===== src/design/ctc_pkg.sv =====
// Shared types, constants and helper functions for the celestial_to_cartesian block.
// No dependencies.
`timescale 1ns / 1ps

package ctc_pkg;

	localparam int LANES           = 2;
	localparam int RA_W            = 21;
	localparam int DEC_W           = 20;
	localparam int RADIUS_W        = 16;
	localparam int COORD_W         = 17;
	localparam int ARCMIN_PER_TURN = 21600;
	localparam int COORD_FRAC_BITS = 8;
	localparam int RADIUS_RESET    = 50 << COORD_FRAC_BITS;
	localparam int HALF_PI_Q30     = 1686629713;
	localparam int COORD_MAX       = 65535;

	// quarter turn is QUARTER_ODD times a power of two; ceil(2^RECIP_SHIFT / QUARTER_ODD)
	// gives an exact floor division for every 32-bit dividend that occurs
	localparam int          QUARTER_ODD = 675;
	localparam int          RECIP_SHIFT = 41;
	localparam logic [31:0] RECIP_ODD   = 32'd3257812231;

	typedef logic signed [31:0] q30_t;

	localparam q30_t INV_GAIN_Q30 = 32'sd652032874;

	typedef enum logic [1:0] {
		QUAD_I,
		QUAD_II,
		QUAD_III,
		QUAD_IV
	} quad_t;

	typedef struct packed {
		q30_t c;
		q30_t s;
	} sincos_t;

	// atan(2^-i) in Q30, truncated
	function automatic q30_t atan_q30(input int idx);
		q30_t v;
		case (idx)
			0: v = 32'sd843314856;
			1: v = 32'sd497837829;
			2: v = 32'sd263043836;
			3: v = 32'sd133525158;
			4: v = 32'sd67021686;
			5: v = 32'sd33543515;
			6: v = 32'sd16775850;
			7: v = 32'sd8388437;
			8: v = 32'sd4194282;
			9: v = 32'sd2097149;
			10: v = 32'sd1048575;
			11: v = 32'sd524287;
			12: v = 32'sd262143;
			13: v = 32'sd131071;
			14: v = 32'sd65535;
			15: v = 32'sd32767;
			16: v = 32'sd16383;
			17: v = 32'sd8191;
			18: v = 32'sd4095;
			19: v = 32'sd2047;
			20: v = 32'sd1023;
			21: v = 32'sd511;
			22: v = 32'sd255;
			23: v = 32'sd127;
			default: v = '0;
		endcase
		return v;
	endfunction

	// fold first-quadrant cos/sin out to the full circle
	function automatic sincos_t apply_quad(input q30_t x, input q30_t y, input quad_t q);
		sincos_t r;
		case (q)
			QUAD_I: begin
				r.c = x;
				r.s = y;
			end
			QUAD_II: begin
				r.c = -y;
				r.s = x;
			end
			QUAD_III: begin
				r.c = -x;
				r.s = -y;
			end
			default: begin
				r.c = y;
				r.s = -x;
			end
		endcase
		return r;
	endfunction

endpackage


===== src/design/ctc_cdiv.sv =====
// Two-lane pipelined restoring divider by a constant, one quotient bit per stage.
// Depends on ctc_pkg.
`timescale 1ns / 1ps

module ctc_cdiv #(
	parameter int DW  = 21,
	parameter int QW  = 5,
	parameter int DIV = 86400,
	parameter int PW  = 2
) (
	input  logic                       clk,
	input  logic                       arst_n,
	input  logic                       in_valid,
	output logic                       in_ready,
	input  logic [DW-1:0]              in_num [ctc_pkg::LANES],
	input  logic [PW-1:0]              in_pay,
	output logic                       out_valid,
	input  logic                       out_ready,
	output logic [QW-1:0]              out_quo [ctc_pkg::LANES],
	output logic [$clog2(DIV)-1:0]     out_rem [ctc_pkg::LANES],
	output logic [PW-1:0]              out_pay
);
	import ctc_pkg::*;

	localparam int RW = $clog2(DIV);
	localparam logic [RW:0] DIV_W = (RW+1)'(DIV);

	logic          v_s   [QW];
	logic [RW-1:0] rem_s [QW][LANES];
	logic [QW-1:0] sh_s  [QW][LANES];
	logic [PW-1:0] pay_s [QW];
	logic          rdy   [QW+1];

	assign rdy[QW] = out_ready;
	assign in_ready = rdy[0];

	for (genvar k = 0; k < QW; k++) begin : g_stage
		logic          src_v;
		logic [RW-1:0] src_rem [LANES];
		logic [QW-1:0] src_sh  [LANES];
		logic [PW-1:0] src_pay;
		logic [RW-1:0] nxt_rem [LANES];
		logic [QW-1:0] nxt_sh  [LANES];

		if (k == 0) begin : g_first
			always_comb begin
				src_v = in_valid;
				src_pay = in_pay;
				for (int l = 0; l < LANES; l++) begin
					src_rem[l] = RW'(in_num[l] >> QW);
					src_sh[l] = QW'(in_num[l]);
				end
			end
		end else begin : g_next
			always_comb begin
				src_v = v_s[k-1];
				src_pay = pay_s[k-1];
				for (int l = 0; l < LANES; l++) begin
					src_rem[l] = rem_s[k-1][l];
					src_sh[l] = sh_s[k-1][l];
				end
			end
		end

		// shift in the next dividend bit, quotient bit enters at the bottom
		always_comb begin
			logic [RW:0] tmp;
			logic        ge;
			for (int l = 0; l < LANES; l++) begin
				tmp = {src_rem[l], src_sh[l][QW-1]};
				ge = (tmp >= DIV_W);
				nxt_rem[l] = ge ? RW'(tmp - DIV_W) : RW'(tmp);
				nxt_sh[l] = QW'({src_sh[l], ge});
			end
		end

		assign rdy[k] = !v_s[k] || rdy[k+1];

		always_ff @(posedge clk or negedge arst_n) begin
			if (!arst_n) begin
				v_s[k] <= 1'b0;
			end else if (rdy[k]) begin
				v_s[k] <= src_v;
			end
		end

		always_ff @(posedge clk) begin
			if (rdy[k]) begin
				pay_s[k] <= src_pay;
				for (int l = 0; l < LANES; l++) begin
					rem_s[k][l] <= nxt_rem[l];
					sh_s[k][l] <= nxt_sh[l];
				end
			end
		end
	end

	assign out_valid = v_s[QW-1];
	assign out_pay = pay_s[QW-1];

	always_comb begin
		for (int l = 0; l < LANES; l++) begin
			out_quo[l] = sh_s[QW-1][l];
			out_rem[l] = rem_s[QW-1][l];
		end
	end

endmodule


===== config.mk =====
export PLATFORM = sky130hd
export DESIGN_NAME = ctc_cdiv
export DESIGN_NICKNAME = d
export VERILOG_FILES = /design/src/design/ctc_pkg.sv /design/src/design/ctc_cdiv.sv
export SDC_FILE = /design/constraint.sdc
export NUM_CORES = 1
export LEC_CHECK = 0
export BUFFER_PORTS_ARGS = -buffer_cell sky130_fd_sc_hd__buf_4
export CORE_UTILIZATION = 59
export CTS_CLUSTER_DIAMETER = 30
export DETAILED_ROUTE_END_ITERATION = 6
export PLACE_DENSITY_LB_ADDON = 0.2
export SKIP_LAST_GASP = 1
export SLEW_MARGIN = 5
export SYNTH_ARGS = -nofsm -noshare
export SYNTH_HDL_FRONTEND = slang
export SYNTH_SLANG_ARGS = --single-unit
export TNS_END_PERCENT = 30

===== constraint.sdc =====
create_clock -name clk -period 6.9 [get_ports clk]
set_clock_uncertainty 0.15 [all_clocks]
set_input_delay 1.38 -clock clk [delete_from_list [all_inputs] [get_ports clk]]
set_output_delay 1.38 -clock clk [all_outputs]
set_load 0.02 [all_outputs]

==> reports/qor.txt <==
status: completed
leak pwr: 4.469 nW
NetSw: 1.572 mW
post-synthesis sequential area ratio: 70.19%
ys flop type: edfxtp_1
clk_lat worst skew: 0.49 ns
final hold violation count: 0
Flop pwr share: 45.1%
Synth Area in Adders: 1.249%
drt wl/cell: 16.57 um
initial antenna violation count: 0
antenna cell count: 0
Final Non-Filler Cells: 1,026
die area: 17,510 um^2
Tcrit/Tclk final: 69.38%
clock network power share: 32.9%
max-cap violations: 0
VDD IR max: 0.0002562 V
final WL: 17.00 mm
largest area contributor in the netlist: edfxtp_1
sw frac: 28.85%
CP startpoint kind: input pin
CTS tree: built
DRC viols: 0
Compound-Gate Fraction of Synth Area: 14.61%
Worst EP required: 5.37 ns
die height: 132.3 um
layout cells sized above 1: 23.33%
Final Total Pwr: 5.449 mW
cts bufs inserted: 35
Yosys top cell area share: 68.94%
Core Area: 16,580 um^2
unrepaired setup endpoints after global routing: false
Post-synth EDFFs: 230
post-cts sizing count: 0
most frequent cells after synthesis: 230 x edfxtp_1, 54 x xnor2_1, 50 x o21ai_0
top post-synthesis cells by area: edfxtp_1 69%, xnor2_1 4.7%, o21ai_0 2.5%
synthesized flop and latch total: 235
most frequent cell after synthesis: edfxtp_1
syn_area_per_cell: 15.25 um^2
Final min period: 4.787 ns
GRT Total Usage: 19.86%
Synthesized Nets: 715
Area Overhead vs Synth: 21.94%
I/O Pins: 96
Die Width: 132.3 um
# hold bufs at CTS: 0
initial DRC count: 407
Initial Utilization: 60.41%
Yosys warnings: 0
largest net degree at the start of global routing: 49
antenna viol nets, final: 0
TritonCTS Sinks: 235
Combinational Power Share: 22.0%
CTS root buf: clkbuf_16
post-synth cell types: 60
Synth async-reset ratio: 2.128%
clock buffer depth: 3
RD Place Congestion: 0.9038
PortBufs: 95
Reg clk slew, reported paths: 0.05 ns
final setup vio count: 0
# placed instances: 965
setup_tns: 0 ns
Final Slew Violations: 0
Overflow after GRT: 0
TritonRoute pass-1 iters: 4
HP Class: reg -> reg
XOR/XNOR share of the synthesized area: 5.770%
HPWL after DPL: 11.42 mm
max_slew headroom: 27.63%
slew of the pin with the lowest slew margin: 1.082 ns
DR vias/cell: 5.720
critical path class: in -> out
crit end category: output pin
Std-Cell Rows: 47
P_int: 3.876 mW
Final Util: 73.67%
pre-CTS WS: 2.114 ns
first-pass GRT wire length: 27.57 mm
power density over cell area: 446.0 nW/um^2
worst-path maximum fanout: 48
vias post-DR: 5,869
Nets: 840
fmax: 208.9 MHz
Post-Synth Simple-Gate Area: 5.445%
Synth Instances: 657
post-synthesis mux area share: 1.424%
cell area after synthesis: 10,020 um^2
# Post-CTS Setup Buffers: 0
H-tree Lvls: 2
post-layout worst setup margin: 2.113 ns
Critical Path AT: 3.26 ns
largest family of logic cells by synthesized area: compound AO/OA/AOI/OAI gates
vias in the first global route: 5,783
==> sequential cells by signal, indices dropped and copies added, names as in the netlist <==
name	flops
g_stage.src_v	4
out_valid	1
pay_s	10
rem_s	170
sh_s	50
==> worst max-delay path: stages <==
cell and delay, ns:
buf_4 0.07, nand2b_2 0.09, buf_4 0.49, nor2_1 0.25, nand4_1 0.16, buf_4 0.52, buf_4 0.25
==> worst paths after layout <==
check                                                     to  slack (ns)  depth (start not counted)                   from
worst max-delay path                                in_ready        2.11                          7              out_ready
worst min-delay path                    sh_s[4][9]$_DFFE_PP_        0.26                          0   sh_s[3][8]$_DFFE_PP_
worst max register to register          sh_s[2][6]$_DFFE_PP_        4.29                          4  out_valid$_DFFE_PN0P_
worst min register to register          sh_s[4][9]$_DFFE_PP_        0.26                          0   sh_s[3][8]$_DFFE_PP_
max in group asynchronous       g_stage[1].src_v$_DFFE_PN0P_        5.92                          1                 arst_n
min in group asynchronous       g_stage[2].src_v$_DFFE_PN0P_        0.54                          1                 arst_n
==> power by group through the flow <==
stage	combinational (mW)	sequential [mW]	clock (mW)
2_1_floorplan	0.784	2.49	0
3_5_place_dp	1.19	2.48	0
3_3_place_gp	1.15	2.45	0
5_1_grt	1.31	2.51	1.88
4_1_cts	1.21	2.45	1.82
6_report	1.20	2.46	1.79
==> per-layer routing <==
| metal | track usage, % | up-vias | wire [um] | share of wire (%) |
|---|---|---|---|---|
| li1 | - | 2849 | - | - |
| met1 | 23.95 | 2797 | 7093 | 42 |
| met2 | 35.33 | 199 | 8677 | 51 |
| met3 | 4.460 | 24 | 963 | 5.7 |
| met4 | 6.705 | 0 | 266 | 1.6 |
| met5 | 0 | - | 0 | 0 |
==> per-stage QoR <==
step | area [um^2] | hold slack (ns)
after floorplan | 10020 | 0.2503
after global placement | 11000 | 0.2501
after detailed placement | 11000 | 0.2545
after CTS | 12220 | 0.2595
after global routing | 12220 | 0.2638
final | 12220 | 0.2587
==> area by class of cell <==
cell class	instances	area [um^2]
sequential	235	7032
fill	1039	4367
multi-input combinational	387	2865
clock buffer	40	914.6
timing repair buffer	98	735.7
clock inverter	21	300.3
tap	220	275.3
inverter	25	93.84
==> cell usage in the layout, fill, tap and decap left out, types with 6 or more instances in the layout <==
cell type,count
nor2_1,32
xnor2_1,54
o31ai_1,9
o41ai_1,6
o21ai_0,50
a211oi_1,18
edfxtp_1,230
mux2_1,6
inv_1,24
buf_4,98
a21oi_1,33
o21bai_1,6
bufinv_16,6
a2111o_1,9
a21o_1,13
nand2b_1,6
xor2_1,12
nor3_1,20
ha_1,10
a31oi_1,6
clkbuf_16,35
nand2_1,13
==> logic make-up (layout without fill, tap and decap cells) <==
kind of cell | after synthesis | after routing
flip-flops | 235 | 235
AO/OA/AOI/OAI | 198 | 198
AND/OR/NAND/NOR | 100 | 100
XOR/XNOR | 66 | 66
buffers and inverters | 35 | 184
multiplexers | 13 | 13
adder cells (fa/ha/maj) | 10 | 10
No activity file was read; power rests on OpenSTA's default activity.
